$ cat src/pzm_pkg.sv
// Package for the power-of-two pixel zoom block: widths, register indexes,
// the queued job type and the queue status struct. No dependencies.
`default_nettype none
package pzm_pkg;

  localparam int MAX_DIMENSION = 4096;
  localparam int MAX_UP_SHIFT  = 3;

  localparam int PIX_W   = 32;
  localparam int COORD_W = 15;
  localparam int DIM_W   = 13;
  localparam int POS_W   = 12;
  localparam int SHIFT_W = 4;
  localparam int K_W     = 2;
  localparam int OFS_W   = 3;
  localparam int SHR_W   = 4;

  localparam int CFG_IDX_W  = 2;
  localparam int CFG_DATA_W = 13;

  localparam logic [CFG_IDX_W-1:0] REG_ZOOM_SHIFT    = 2'd0;
  localparam logic [CFG_IDX_W-1:0] REG_SOURCE_WIDTH  = 2'd1;
  localparam logic [CFG_IDX_W-1:0] REG_SOURCE_HEIGHT = 2'd2;

  localparam logic [DIM_W-1:0] DIM_MAX   = DIM_W'(MAX_DIMENSION);
  localparam logic [DIM_W-1:0] DIM_RESET = DIM_W'(MAX_DIMENSION);
  localparam logic [K_W-1:0]   K_MAX     = K_W'(MAX_UP_SHIFT);

  localparam int QUEUE_DEPTH = 2;
  localparam int QPTR_W      = $clog2(QUEUE_DEPTH);
  localparam int QCNT_W      = $clog2(QUEUE_DEPTH + 1);

  // One source pixel after classification: base destination and block size.
  typedef struct packed {
    logic [COORD_W-1:0] x;
    logic [COORD_W-1:0] y;
    logic [PIX_W-1:0]   pix;
    logic [K_W-1:0]     k;
  } job_t;

  typedef struct packed {
    logic full;
    logic empty;
  } qstat_t;

endpackage
`default_nettype wire

$ cat src/pzm_if.sv
// Stream interfaces for the pixel zoom: source pixels in, placed pixels out.
// Depends on pzm_pkg.
`default_nettype none
interface pzm_in_if;
  import pzm_pkg::*;
  logic             valid;
  logic             ready;
  logic [PIX_W-1:0] pixel_value;
  modport source (output valid, output pixel_value, input ready);
  modport sink   (input valid, input pixel_value, output ready);
endinterface

interface pzm_out_if;
  import pzm_pkg::*;
  logic               valid;
  logic               ready;
  logic [COORD_W-1:0] dest_x;
  logic [COORD_W-1:0] dest_y;
  logic [PIX_W-1:0]   pixel_out;
  logic               run_last;
  modport source (output valid, output dest_x, output dest_y, output pixel_out,
                  output run_last, input ready);
  modport sink   (input valid, input dest_x, input dest_y, input pixel_out,
                  input run_last, output ready);
endinterface
`default_nettype wire

$ cat src/pzm_front.sv
// Front end: configuration registers, source column/row counters and
// classification of each pixel into a job (or a drop). Depends on pzm_pkg.
`default_nettype none
module pzm_front (
  input  wire logic                           clk,
  input  wire logic                           rst_n,
  input  wire logic                           cfg_we,
  input  wire logic [pzm_pkg::CFG_IDX_W-1:0]  cfg_index,
  input  wire logic [pzm_pkg::CFG_DATA_W-1:0] cfg_data,
  input  wire logic                           in_valid,
  input  wire logic [pzm_pkg::PIX_W-1:0]      in_pixel,
  output logic                                in_ready,
  input  wire pzm_pkg::qstat_t                qstat,
  output logic                                push,
  output pzm_pkg::job_t                       job
);
  import pzm_pkg::*;

  logic [SHIFT_W-1:0] zoom_r;
  logic [DIM_W-1:0]   width_r, height_r;
  logic [POS_W-1:0]   col_r, col_nxt, row_r, row_nxt;

  logic [DIM_W-1:0]   w, h;
  logic               accept;
  logic               up;
  logic [K_W-1:0]     k;
  logic [SHR_W-1:0]   m;
  logic [POS_W-1:0]   lowmask;
  logic [DIM_W:0]     half;
  logic [DIM_W:0]     rnd_w, rnd_h;
  logic [POS_W-1:0]   col_sh, row_sh;
  logic               keep;

  always_ff @(posedge clk) begin
    if (!rst_n) begin
      zoom_r   <= '0;
      width_r  <= DIM_RESET;
      height_r <= DIM_RESET;
    end else if (cfg_we) begin
      unique case (cfg_index)
        REG_ZOOM_SHIFT:    zoom_r   <= cfg_data[SHIFT_W-1:0];
        REG_SOURCE_WIDTH:  width_r  <= cfg_data[DIM_W-1:0];
        REG_SOURCE_HEIGHT: height_r <= cfg_data[DIM_W-1:0];
        default: ;
      endcase
    end
  end

  always_comb begin
    if (width_r == '0) w = DIM_W'(1);
    else if (width_r > DIM_MAX) w = DIM_MAX;
    else w = width_r;
    if (height_r == '0) h = DIM_W'(1);
    else if (height_r > DIM_MAX) h = DIM_MAX;
    else h = height_r;
  end

  assign in_ready = !qstat.full;
  assign accept   = in_valid && in_ready;

  // Advance raster position; wrap on reached-or-passed.
  always_comb begin
    col_nxt = col_r;
    row_nxt = row_r;
    if (accept) begin
      if ({1'b0, col_r} + DIM_W'(1) >= w) begin
        col_nxt = '0;
        if ({1'b0, row_r} + DIM_W'(1) >= h) row_nxt = '0;
        else row_nxt = row_r + POS_W'(1);
      end else begin
        col_nxt = col_r + POS_W'(1);
      end
    end
  end

  always_ff @(posedge clk) begin
    if (!rst_n) begin
      col_r <= '0;
      row_r <= '0;
    end else begin
      col_r <= col_nxt;
      row_r <= row_nxt;
    end
  end

  // Classify: enlarge keeps every pixel, shrink keeps a decimated grid.
  always_comb begin
    up      = !zoom_r[SHIFT_W-1];
    k       = (zoom_r[SHIFT_W-2:0] > 3'(K_MAX)) ? K_MAX : zoom_r[K_W-1:0];
    m       = SHR_W'(~zoom_r + SHIFT_W'(1));
    lowmask = (POS_W'(1) << m) - POS_W'(1);
    half    = (DIM_W+1)'(1) << (m - SHR_W'(1));
    rnd_w   = ({1'b0, w} + half) >> m;
    rnd_h   = ({1'b0, h} + half) >> m;
    col_sh  = col_r >> m;
    row_sh  = row_r >> m;
    keep    = ((col_r & lowmask) == '0) && ((row_r & lowmask) == '0) &&
              ({2'b00, col_sh} < rnd_w) && ({2'b00, row_sh} < rnd_h);
    job.pix = in_pixel;
    if (up) begin
      job.x = COORD_W'({3'b000, col_r} << k);
      job.y = COORD_W'({3'b000, row_r} << k);
      job.k = k;
    end else begin
      job.x = COORD_W'(col_sh);
      job.y = COORD_W'(row_sh);
      job.k = '0;
    end
  end

  assign push = accept && (up || keep);

endmodule
`default_nettype wire

$ cat src/pzm_queue.sv
// Short job queue between front and back end, register based.
// Depends on pzm_pkg.
`default_nettype none
module pzm_queue (
  input  wire logic          clk,
  input  wire logic          rst_n,
  input  wire logic          push,
  input  wire pzm_pkg::job_t din,
  input  wire logic          pop,
  output pzm_pkg::job_t      dout,
  output pzm_pkg::qstat_t    stat
);
  import pzm_pkg::*;

  job_t              mem_r [QUEUE_DEPTH];
  logic [QPTR_W-1:0] wr_r, wr_nxt, rd_r, rd_nxt;
  logic [QCNT_W-1:0] cnt_r, cnt_nxt;

  always_comb begin
    wr_nxt  = wr_r;
    rd_nxt  = rd_r;
    cnt_nxt = cnt_r;
    if (push) wr_nxt = (wr_r == QPTR_W'(QUEUE_DEPTH - 1)) ? '0 : wr_r + QPTR_W'(1);
    if (pop)  rd_nxt = (rd_r == QPTR_W'(QUEUE_DEPTH - 1)) ? '0 : rd_r + QPTR_W'(1);
    if (push && !pop) cnt_nxt = cnt_r + QCNT_W'(1);
    else if (pop && !push) cnt_nxt = cnt_r - QCNT_W'(1);
  end

  always_ff @(posedge clk) begin
    if (!rst_n) begin
      wr_r  <= '0;
      rd_r  <= '0;
      cnt_r <= '0;
    end else begin
      wr_r  <= wr_nxt;
      rd_r  <= rd_nxt;
      cnt_r <= cnt_nxt;
    end
  end

  always_ff @(posedge clk) begin
    if (push) mem_r[wr_r] <= din;
  end

  assign dout       = mem_r[rd_r];
  assign stat.full  = (cnt_r == QCNT_W'(QUEUE_DEPTH));
  assign stat.empty = (cnt_r == '0);

endmodule
`default_nettype wire

$ cat src/pzm_back.sv
// Back end: walks the 2^k by 2^k block of the head job into the output
// register, one result per cycle unless stalled. Depends on pzm_pkg.
`default_nettype none
module pzm_back (
  input  wire logic            clk,
  input  wire logic            rst_n,
  input  wire pzm_pkg::job_t   head,
  input  wire pzm_pkg::qstat_t qstat,
  output logic                 pop,
  output logic                 out_valid,
  input  wire logic            out_ready,
  output logic [pzm_pkg::COORD_W-1:0] out_x,
  output logic [pzm_pkg::COORD_W-1:0] out_y,
  output logic [pzm_pkg::PIX_W-1:0]   out_pix,
  output logic                        out_last
);
  import pzm_pkg::*;

  logic [OFS_W-1:0]   i_r, i_nxt, j_r, j_nxt;
  logic [OFS_W-1:0]   ofs_max;
  logic               load, last;
  logic               valid_r;
  logic [COORD_W-1:0] x_r, y_r;
  logic [PIX_W-1:0]   pix_r;
  logic               last_r;

  assign ofs_max = OFS_W'((4'd1 << head.k) - 4'd1);
  assign last    = (i_r == ofs_max) && (j_r == ofs_max);
  assign load    = !qstat.empty && (!valid_r || out_ready);
  assign pop     = load && last;

  // Row offset inner, column offset outer.
  always_comb begin
    i_nxt = i_r;
    j_nxt = j_r;
    if (load) begin
      if (last) begin
        i_nxt = '0;
        j_nxt = '0;
      end else if (j_r == ofs_max) begin
        j_nxt = '0;
        i_nxt = i_r + OFS_W'(1);
      end else begin
        j_nxt = j_r + OFS_W'(1);
      end
    end
  end

  always_ff @(posedge clk) begin
    if (!rst_n) begin
      i_r     <= '0;
      j_r     <= '0;
      valid_r <= 1'b0;
    end else begin
      i_r <= i_nxt;
      j_r <= j_nxt;
      if (load) valid_r <= 1'b1;
      else if (out_ready) valid_r <= 1'b0;
    end
  end

  always_ff @(posedge clk) begin
    if (load) begin
      x_r    <= head.x + COORD_W'(i_r);
      y_r    <= head.y + COORD_W'(j_r);
      pix_r  <= head.pix;
      last_r <= last;
    end
  end

  assign out_valid = valid_r;
  assign out_x     = x_r;
  assign out_y     = y_r;
  assign out_pix   = pix_r;
  assign out_last  = last_r;

endmodule
`default_nettype wire

$ cat src/power_of_two_pixel_zoom.sv
// Top level of the power-of-two pixel zoom: front end, job queue, back end.
// Depends on pzm_pkg, pzm_if, pzm_front, pzm_queue, pzm_back.
//
//   port     dir   handshake        payload
//   in_ch    in    valid/ready      pixel_value
//   out_ch   out   valid/ready      dest_x, dest_y, pixel_out, run_last
//   cfg_*    in    cfg_we only      cfg_index, cfg_data
//
// The back end gives one result per cycle while the output is not stalled:
// an enlarged pixel gives 4^k results (1 to 64), a kept shrunk pixel one,
// a dropped pixel none. The output register in the back end sets that pace.
// Synchronous reset clears counters, queue and output valid; registers take
// zoom 0 and 4096 by 4096. A two-entry queue lets input be accepted while
// the output stalls, until both entries hold jobs.
`default_nettype none
module power_of_two_pixel_zoom (
  input  wire logic                           clk,
  input  wire logic                           rst_n,
  input  wire logic                           cfg_we,
  input  wire logic [pzm_pkg::CFG_IDX_W-1:0]  cfg_index,
  input  wire logic [pzm_pkg::CFG_DATA_W-1:0] cfg_data,
  pzm_in_if.sink                              in_ch,
  pzm_out_if.source                           out_ch
);
  import pzm_pkg::*;

  job_t   job, head;
  qstat_t qstat;
  logic   push, pop;

  pzm_front u_front (
    .clk       (clk),
    .rst_n     (rst_n),
    .cfg_we    (cfg_we),
    .cfg_index (cfg_index),
    .cfg_data  (cfg_data),
    .in_valid  (in_ch.valid),
    .in_pixel  (in_ch.pixel_value),
    .in_ready  (in_ch.ready),
    .qstat     (qstat),
    .push      (push),
    .job       (job)
  );

  pzm_queue u_queue (
    .clk   (clk),
    .rst_n (rst_n),
    .push  (push),
    .din   (job),
    .pop   (pop),
    .dout  (head),
    .stat  (qstat)
  );

  pzm_back u_back (
    .clk       (clk),
    .rst_n     (rst_n),
    .head      (head),
    .qstat     (qstat),
    .pop       (pop),
    .out_valid (out_ch.valid),
    .out_ready (out_ch.ready),
    .out_x     (out_ch.dest_x),
    .out_y     (out_ch.dest_y),
    .out_pix   (out_ch.pixel_out),
    .out_last  (out_ch.run_last)
  );

  a_no_overflow: assert property (@(posedge clk) disable iff (!rst_n)
    !(push && qstat.full && !pop))
    else $error("job pushed into a full queue");

  a_pop_marks_last: assert property (@(posedge clk) disable iff (!rst_n)
    pop |=> (out_ch.valid && out_ch.run_last))
    else $error("job retired without a final result in the output register");

  a_pop_needs_job: assert property (@(posedge clk) disable iff (!rst_n)
    pop |-> !qstat.empty)
    else $error("pop from an empty queue");

  a_stat_consistent: assert property (@(posedge clk) disable iff (!rst_n)
    !(qstat.full && qstat.empty))
    else $error("queue reports full and empty at once");

endmodule
`default_nettype wire
$ cat src/flat_wrapper.sv
// flat-port wrapper written by rule: the top's interface ports become plain ports
module power_of_two_pixel_zoom_flat import pzm_pkg::*;
  (clk, rst_n, cfg_we, cfg_index, cfg_data, in_ch_valid, in_ch_pixel_value, in_ch_ready, out_ch_valid, out_ch_dest_x, out_ch_dest_y, out_ch_pixel_out, out_ch_run_last, out_ch_ready);
  pzm_in_if in_ch_i ();
  pzm_out_if out_ch_i ();
  input  wire logic clk;
  input  wire logic rst_n;
  input  wire logic cfg_we;
  input  wire logic [pzm_pkg::CFG_IDX_W-1:0] cfg_index;
  input  wire logic [pzm_pkg::CFG_DATA_W-1:0] cfg_data;
  input wire logic [$bits(in_ch_i.valid)-1:0] in_ch_valid;
  input wire logic [$bits(in_ch_i.pixel_value)-1:0] in_ch_pixel_value;
  output wire logic [$bits(in_ch_i.ready)-1:0] in_ch_ready;
  output wire logic [$bits(out_ch_i.valid)-1:0] out_ch_valid;
  output wire logic [$bits(out_ch_i.dest_x)-1:0] out_ch_dest_x;
  output wire logic [$bits(out_ch_i.dest_y)-1:0] out_ch_dest_y;
  output wire logic [$bits(out_ch_i.pixel_out)-1:0] out_ch_pixel_out;
  output wire logic [$bits(out_ch_i.run_last)-1:0] out_ch_run_last;
  input wire logic [$bits(out_ch_i.ready)-1:0] out_ch_ready;
  assign in_ch_i.valid = in_ch_valid;
  assign in_ch_i.pixel_value = in_ch_pixel_value;
  assign in_ch_ready = in_ch_i.ready;
  assign out_ch_valid = out_ch_i.valid;
  assign out_ch_dest_x = out_ch_i.dest_x;
  assign out_ch_dest_y = out_ch_i.dest_y;
  assign out_ch_pixel_out = out_ch_i.pixel_out;
  assign out_ch_run_last = out_ch_i.run_last;
  assign out_ch_i.ready = out_ch_ready;
  power_of_two_pixel_zoom u_core (.clk(clk), .rst_n(rst_n), .cfg_we(cfg_we), .cfg_index(cfg_index), .cfg_data(cfg_data), .in_ch(in_ch_i), .out_ch(out_ch_i));
endmodule
$ cat config.mk
export PLATFORM = sky130hd
export DESIGN_NAME = power_of_two_pixel_zoom_flat
export DESIGN_NICKNAME = d
export VERILOG_FILES = /design/src/pzm_pkg.sv /design/src/pzm_if.sv /design/src/pzm_front.sv /design/src/pzm_queue.sv /design/src/pzm_back.sv /design/src/power_of_two_pixel_zoom.sv /design/src/flat_wrapper.sv
export SDC_FILE = /design/constraint.sdc
export NUM_CORES = 1
export LEC_CHECK = 0
export ABC_AREA = 1
export BUFFER_PORTS_ARGS = -buffer_cell sky130_fd_sc_hd__buf_2
export CAP_MARGIN = 10
export CELL_PAD_IN_SITES_DETAIL_PLACEMENT = 0
export CELL_PAD_IN_SITES_GLOBAL_PLACEMENT = 1
export CORE_ASPECT_RATIO = 0.6
export CORE_UTILIZATION = 50
export DETAILED_ROUTE_END_ITERATION = 8
export HOLD_SLACK_MARGIN = 0.02
export PLACE_DENSITY_LB_ADDON = 0.1
export RECOVER_POWER = 25
export SYNTH_ARGS = -nofsm -noshare
export SYNTH_HDL_FRONTEND = slang
export SYNTH_SLANG_ARGS = --single-unit
export TNS_END_PERCENT = 20
$ cat constraint.sdc
create_clock -name clk -period 24.1 [get_ports clk]
set_input_delay 4.82 -clock clk [delete_from_list [all_inputs] [get_ports clk]]
set_output_delay 4.82 -clock clk [all_outputs]
set_load 0.05 [all_outputs]
## Yosys cells after proc, flatten, opt, wreduce, memory -nomap -nowiden

Memories as Yosys holds them, arrays and structs flattened. A register that Yosys moved wholly into a read port is not among the register bits.
Cells that the tools add are included.

| operators by class | value |
|---|---|
| add/subtract/negate cells | 18 |
| $lt $le $gt $ge | 7 |
| eq/ne operators | 5 |
| shifts and indexed selects | 9 |
| mux-type cells | 23 |
| bitwise logic cells | 3 |
| reduce and logical (&&, ||, !) cells | 32 |

Operators by type and width:

| operator | count |
|---|---|
| $mux W13 | 4 |
| $add A15 B3 Y15 | 2 |
| $mux W30 | 1 |
| $shl A12 B2 Y15 | 2 |
| $add A13 B14 Y14 | 2 |
| $lt A12 B14 Y1 | 2 |
| $shr A14 B4 Y14 | 2 |
| $add A12 B1 Y13 const B | 2 |
| $ge A13 B13 Y1 | 2 |
| $gt A13 B13 Y1 const B | 2 |
| $logic_not A13 Y1 | 2 |
| $add A12 B1 Y12 const B | 2 |
| $and A12 B12 Y12 | 2 |
| $logic_not A12 Y1 | 2 |
| $mux W12 | 2 |
| $shr A12 B4 Y12 | 2 |
| $shl A1 B4 Y14 const A | 1 |
| $mux W3 | 4 |
| $shl A1 B4 Y12 const A | 1 |
| $sub A12 B2 Y12 const B | 1 |
| $logic_and A1 B1 Y1 | 10 |
| $reduce_and A2 Y1 | 5 |
| $mux W1 | 8 |
| $mux W2 | 4 |
| other kinds (17) | 30 |

| storage, ports and cells | value |
|---|---|
| register bits | 128 |
| bits in writable memories | 128 |
| input port bits | 52 |
| output and inout port bits | 65 |
| word-level logic and storage cells | 113 |
| memories kept | 1 |

Memory list:

| name | depth | width | rd ports | clocked after memory_dff | write ports | RTL line | source |
|---|---|---|---|---|---|---|---|
| u_core.u_queue.mem_r | 2 | 64 | 1 | 1 | 1 | pzm_queue.sv:15 | `job_t mem_r [QUEUE_DEPTH];` |

## Longest topological paths before layout

| logic depth | value |
|---|---|
| word-level depth | 15 |
| gate-level depth with buffers | 45 |
| depth with buffers taken out | 41 |

## Cells and area by module

From an unflattened synthesis, not the netlist that was laid out.

| unflattened totals | value |
|---|---|
| cells, all modules | 2039 |
| area, all modules | 17057.6 um2 |

Modules (own cells, without submodules):

| module | times used | cells an instance | area an instance (um2) |
|---|---|---|---|
| pzm_front | 1 | 1574 | 8866.0 |
| pzm_queue | 1 | 234 | 5148.7 |
| pzm_back | 1 | 231 | 3042.9 |

## Worst setup path before layout

No wires, ideal clock.

| timing path | value |
|---|---|
| kind | input to register |
| from | in out_ch_ready |
| to | reg u_core.u_queue.cnt_r[1] |
| library setup time | 122 ps |
| arrival | 9750 ps |
| setup slack | 14228 ps |
| cell stages on the path | 12 |
| cell sequence | nor2_1 > a21oi_1 > inv_1 > nor2_1 > inv_1 > nor2_1 > inv_1 > ha_1 > a21oi_1 > o21ai_0 > o21ai_0 > a21oi_1 |

| between the ends | value |
|---|---|
| cells in the longest elaborated chain, start to end | 6 |
| elaborated cells on any way between the ends | 8 |
| those cells by class | mux: 1; reduce/logical: 7 |

Ends and longest elaborated chain:

| item | RTL line | source |
|---|---|---|
| start: declaration | flat_wrapper.sv:19 | `input wire logic [$bits(out_ch_i.ready)-1:0] out_ch_ready;` |
| $logic_or A1 B1 Y1 * | pzm_back.sv:29 | `assign load = !qstat.empty && (!valid_r \|\| out_ready);` |
| $logic_and A1 B1 Y1 * | pzm_back.sv:29 |  |
| via u_core.u_back.load | pzm_back.sv:21 | `logic load, last;` |
| $logic_and A1 B1 Y1 * | pzm_back.sv:30 | `assign pop = load && last;` |
| $logic_not A1 Y1 | pzm_queue.sv:25 | `if (push && !pop) cnt_nxt = cnt_r + QCNT_W'(1);` |
| $logic_and A1 B1 Y1 | pzm_queue.sv:25 |  |
| $mux W2 or $reduce_bool A2 Y1 (tied branches) | -- |  |
| end signal: assignment | pzm_queue.sv:37 | `cnt_r <= cnt_nxt;` |
| end: declaration | pzm_queue.sv:17 | `logic [QCNT_W-1:0] cnt_r, cnt_nxt;` |

The timed path passes the listed nets; every way through them passes the cells marked *.
A chain may end at the register's enable or synchronous reset.

## Final worst setup path

| timing path | value |
|---|---|
| from | reg u_core.u_front.zoom_r[0] |
| to | mem u_core.u_queue.mem_r[0][8] in the netlist's numbering (enable) |

| between the ends | value |
|---|---|
| cells in the longest elaborated chain, start to end | 13 |
| elaborated cells on any way between the ends | 25 |
| those cells by class | add/sub: 5; order compare: 2; shift: 6; mux: 2; bitwise: 3; reduce/logical: 7 |

Ends and longest elaborated chain:

| item | RTL line | source |
|---|---|---|
| start: declaration | pzm_front.sv:19 | `logic [SHIFT_W-1:0] zoom_r;` |
| start signal: assignment | pzm_front.sv:41 | `REG_ZOOM_SHIFT: zoom_r <= cfg_data[SHIFT_W-1:0];` |
| $not A4 Y4 * | pzm_front.sv:90 | `m = SHR_W'(~zoom_r + SHIFT_W'(1));` |
| $add A4 B1 Y4 * | pzm_front.sv:90 |  |
| $sub A4 B1 Y4 or $shl A1 B4 Y12 (tied branches) | pzm_front.sv:92, pzm_front.sv:91 |  |
| $shl A1 B4 Y14 or $sub A12 B2 Y12 (tied branches) | pzm_front.sv:92, pzm_front.sv:91 |  |
| $add A13 B14 Y14 or $and A12 B12 Y12 (tied branches) | pzm_front.sv:93, pzm_front.sv:97 |  |
| $shr A14 B4 Y14 or $logic_not A12 Y1 (tied branches) | pzm_front.sv:93, pzm_front.sv:97 |  |
| $lt A12 B14 Y1 or $logic_and A1 B1 Y1 (tied branches) | pzm_front.sv:98, pzm_front.sv:97 |  |
| $logic_and A1 B1 Y1 | pzm_front.sv:97 | `keep = ((col_r & lowmask) == '0) && ((row_r & lowmask) == '0) &&` |
| $logic_and A1 B1 Y1 * | pzm_front.sv:98 | `({2'b00, col_sh} < rnd_w) && ({2'b00, row_sh} < rnd_h);` |
| $logic_or A1 B1 Y1 * | pzm_front.sv:111 | `assign push = accept && (up \|\| keep);` |
| $logic_and A1 B1 Y1 * | pzm_front.sv:111 |  |
| $mux W1 * | pzm_queue.sv:42 | `if (push) mem_r[wr_r] <= din;` |
| $mux W1 (implied by the code) * | pzm_queue.sv:42 |  |
| end: declaration | pzm_queue.sv:15 |  |

Mark *: on every way between the ends. The rest lies on a longest branch, timed or not.

==> results by group <==
Status
  – Outcome: complete, but fails checks
  – Failing checks: max-capacitance violations, max-slew violations

Final layout
  – Ant. Diodes: 0
  – Layout fillers: 2,937
  – P&R area growth vs syn: 10.5%
  – Net count, final: 2,248
  – Register area: 0.00706 mm^2
  – Share of post-route cells with drive strength above 1: around a tenth
  – Area of the multi-input gates: ~0.008 mm^2

Worst setup path
  – CP Launch Type: flip-flop
  – Cell family with most CP delay: simple AND/OR/NAND/NOR gates
  – Crit path largest cell delay: 2340 ps
  – Worst reg2reg path startpoint: u_core.u_front.zoom_r[0]$_SDFFE_PN0P_
  – Crit path kind: flip-flop to flip-flop
  – Most used cell, CP: nand2_1
  – Required time of the critical path: roughly 24,000 ps
  – Critical-path top delay cell: clkbuf_1
  – CP arrival: 12,490 ps
  – Critical path buffer and inverter count: 5
  – FF-to-FF path depth: 35
  – Crit. End Element: flip-flop
  – R2R Setup Slk: 11,770 ps
  – Crit-path max FO: 81
  – R2R Path End: u_core.u_queue.mem_r[0][8]$_DFFE_PP_

Routing
  – Detail Route Antenna Nets: 0
  – Via count: about 14,000
  – Final wirelength: 50.9 mm
  – Met2 WL: 18.9 mm
  – Met3 WL post-DR: 6.31 mm
  – Met1 Routed Length: 25.1 mm
  – DRT iter0 DRCs: 1,875
  – Vias per inst: 5.64
  – DRC viols: 0
  – DR WL/cell: 20.1 um
  – DRT Pass-1 Iters: 6
  – Top Metal Used: met4

Pwr
  – Maximum vdd drop: just under 0.08 mV
  – Internal power: 0.898 mW
  – Sw frac: 37.6%
  – Comb pwr share: 31.0%
  – Reg power frac: 40.6%
  – Leakage: around 7.7 nW
  – Clock power frac: approximately 28%
  – Net switching power: 0.542 mW
  – Power Density: 80.2 mW/mm^2

Timing
  – Max_slew headroom: -122%
  – Hold violation total from the final report: 0
  – Worst Clk Skew: 29.7 ps
  – Max Slew Vio Count: 230
  – Max Freq: 81.1 MHz
  – Period utilization: 51.1%
  – Least-Margin Pin Slew: between 3000 and 4000 ps
  – Final Critical Period: 12,330 ps
  – Unrepaired setup endpoints after global routing: false
  – Setup Viol. Count Final: 0
  – Sum Neg Setup Slack: 0 ps
  – Hold slack: around 480 ps

Floorplanning
  – Die X: 235 um
  – Initial Utilization: approximately half
  – CORE AREA: 0.0316 mm^2
  – I/O pin count: 117
  – Die Area: 0.0333 mm^2
  – Die Ht: about 140 um
  – Site Rows: 50

Yosys
  – FF+latch count, synth: between 200 and 300
  – Syn Inst Count: 2,020
  – Post-Syn Area: 0.0163 mm^2
  – Post-synth EDFFs: 191
  – Syn avg cell area: 8.05 um^2
  – Synth cell count leaders: nand2_1, inv_1, edfxtp_1
  – Fraction of registers with async set/reset: 0%
  – Cell with the most instances after synthesis: nand2_1
  – Post-synth top area cell: edfxtp_1
  – Synthesized Nets: 2,167
  – Post-synth top flop: edfxtp_1
  – Sequential-to-total area share from yosys stat: 43.4%
  – Yosys warns: 0
  – Post-synth top area share: around a third
  – Synth top area cells: edfxtp_1, nand2_1, dfxtp_1, ha_1, inv_1
  – Synth unique cells: 47

Clock network
  – Num CTS Buffers: 26
  – Clk sinks: 257
  – CTS tree: built
  – Root buf cell: clkbuf_16
  – CTS Buffer Depth: 3
  – Clock-pin slew on the worst setup and hold paths: roughly 70 ps
  – Postcts setup bufs: 0
  – Worst-Skew Late Latency: 560 ps
  – CTS H-tree depth: 1
  – Post-CTS sizing: 0
  – Hold_buf cts: 0

GRT
  – First-pass GRT wire length: ~77 mm
  – Vias in the first global route: 13,100
  – Largest net degree at the start of global routing: a little over 80
  – Grt total ovfl: 0
  – Initial antenna violation count: 0
  – GRT Overall Usage: 30.5%

Place
  – Number of port buffers: 116
  – GP Congestion: 1.03
  – HPWL after DPL: 39.4 mm

Min path
  – Hold depth: 2
  – Worst hold endpoint: u_core.u_front.height_r[1]$_SDFFE_PN0P_
  – Worst Hold Class: flip-flop to flip-flop
  – Hold Crit Start: u_core.u_front.height_r[1]$_SDFFE_PN0P_

Job
  – Max_cap viols: 4
## flip-flops by register name (all words and copies together) (netlist names), named ones only
signal and count:
u_core.u_back.out_last 1, u_core.u_queue.cnt_r 2, u_core.u_front.zoom_r 4, u_core.u_back.out_y 15, u_core.u_front.width_r 13, u_core.u_back.out_x 15
u_core.u_front.height_r 13, u_core.u_queue.wr_r 1, u_core.u_back.j_r 3, u_core.u_back.i_r 3, u_core.u_queue.rd_r 1, u_core.u_back.out_valid 1
u_core.u_front.row_r 12, u_core.u_back.out_pix 32, u_core.u_queue.mem_r 128, u_core.u_front.col_r 12
## how the worst max path moves through the flow
| stage | from | end | slack, ps | depth (start not counted) |
|---|---|---|---|---|
| finish | u_core.u_front.zoom_r[0]$_SDFFE_PN0P_ | u_core.u_queue.mem_r[0][8]$_DFFE_PP_ | 11770 | 35 |
| global placement | u_core.u_front.zoom_r[0]$_SDFFE_PN0P_ | u_core.u_queue.mem_r[0][26]$_DFFE_PP_ | 16080 | 37 |
| floorplan | out_ch_ready | u_core.u_queue.cnt_r[1]$_SDFFE_PN0P_ | 14230 | 12 |
| CTS | u_core.u_front.zoom_r[0]$_SDFFE_PN0P_ | u_core.u_queue.mem_r[0][8]$_DFFE_PP_ | 15970 | 38 |
| detailed placement | u_core.u_front.zoom_r[0]$_SDFFE_PN0P_ | u_core.u_queue.mem_r[0][26]$_DFFE_PP_ | 16030 | 37 |
| global route | u_core.u_front.zoom_r[0]$_SDFFE_PN0P_ | u_core.u_queue.mem_r[0][3]$_DFFE_PP_ | 10600 | 35 |
## metal layers
layer / vias to the layer above / track usage, %
met5: - / 0
met4: 0 / 4.57
met3: 39 / 10.2
met2: 584 / 39.5
met1: 6715 / 48.4
li1: 6963 / -
## final cells by class
class	instances	area share, %
Timing Repair Buffer	132	3.82
Inverter	269	5.62
Clock buffer	29	3.80
Clock inverter	18	0.884
Tap cell	416	2.90
Multi-Input combinational cell	1415	43.7
Sequential cell	257	39.3
## placed cells by master (no fill, tap or decap), types with 3 or more instances in the layout
master,netlist,layout
a21oi_1,104,103
o21ai_1,6,5
clkinvlp_4,0,3
buf_2,13,116
clkinv_1,2,9
xor2_1,42,42
xnor2_1,10,10
edfxtp_1,191,191
o22ai_1,8,8
mux2_2,39,37
a22oi_1,4,4
nor2_4,5,5
fa_1,4,4
nor3_1,37,37
nand3b_1,9,9
mux2i_1,16,16
nand4_1,21,21
inv_1,264,264
a31oi_1,10,10
o21a_1,3,3
nand3_1,154,154
inv_2,3,3
nand2_1,477,479
ha_1,91,91
o211ai_1,18,18
dfxtp_1,66,66
nor4_1,14,14
clkbuf_16,0,27
nand2_2,6,5
clkbuf_1,48,6
and2_1,3,3
buf_4,1,12
o21ai_0,148,149
nor2_1,154,154
o221ai_1,7,7
a211oi_1,10,10
## worst reg2reg max path, delay by kind of cell, from the launching register on
family,cells,cell delay [ps]
adders and majority gates,2,820
and+or+nand+nor,23,6210
AOI/OAI and AO/OA,5,970
DFF,1,310
buffers and inverters,5,3570
## cell families after synthesis
group                      share of synthesized area, %
AOI/OAI and AO/OA                                  11.0
xor gates and xnor gates                           2.80
adders and majority gates                          7.50
buffers and inverters                              8.30
DFF                                                43.4
muxes                                              3.69
and+or+nand+nor                                    23.3
## power by group through the flow
stage,Sequential [mW],Combinational (mW),Clock [mW]
after detailed placement,0.594,0.440,0
final,0.585,0.446,0.409
after global placement,0.591,0.437,0
after floorplan,0.713,0.204,0
after global routing,0.591,0.481,0.427
after CTS,0.585,0.442,0.413
## through the flow
step                area (um^2)  std cells  worst slack, ps  power (mW)  util (%)
floorplan                 16300       2020            14230       0.918         -
global placement          17200       2489            16080        1.03      54.3
detailed placement        17200       2489            16030        1.03      54.3
CTS                       18000       2536            15970        1.44      57.0
global route              18000       2536            10600        1.50      56.9
finish                    18000       2536            11770        1.44      56.9
Note: power is estimated with default switching activity, not from simulation.
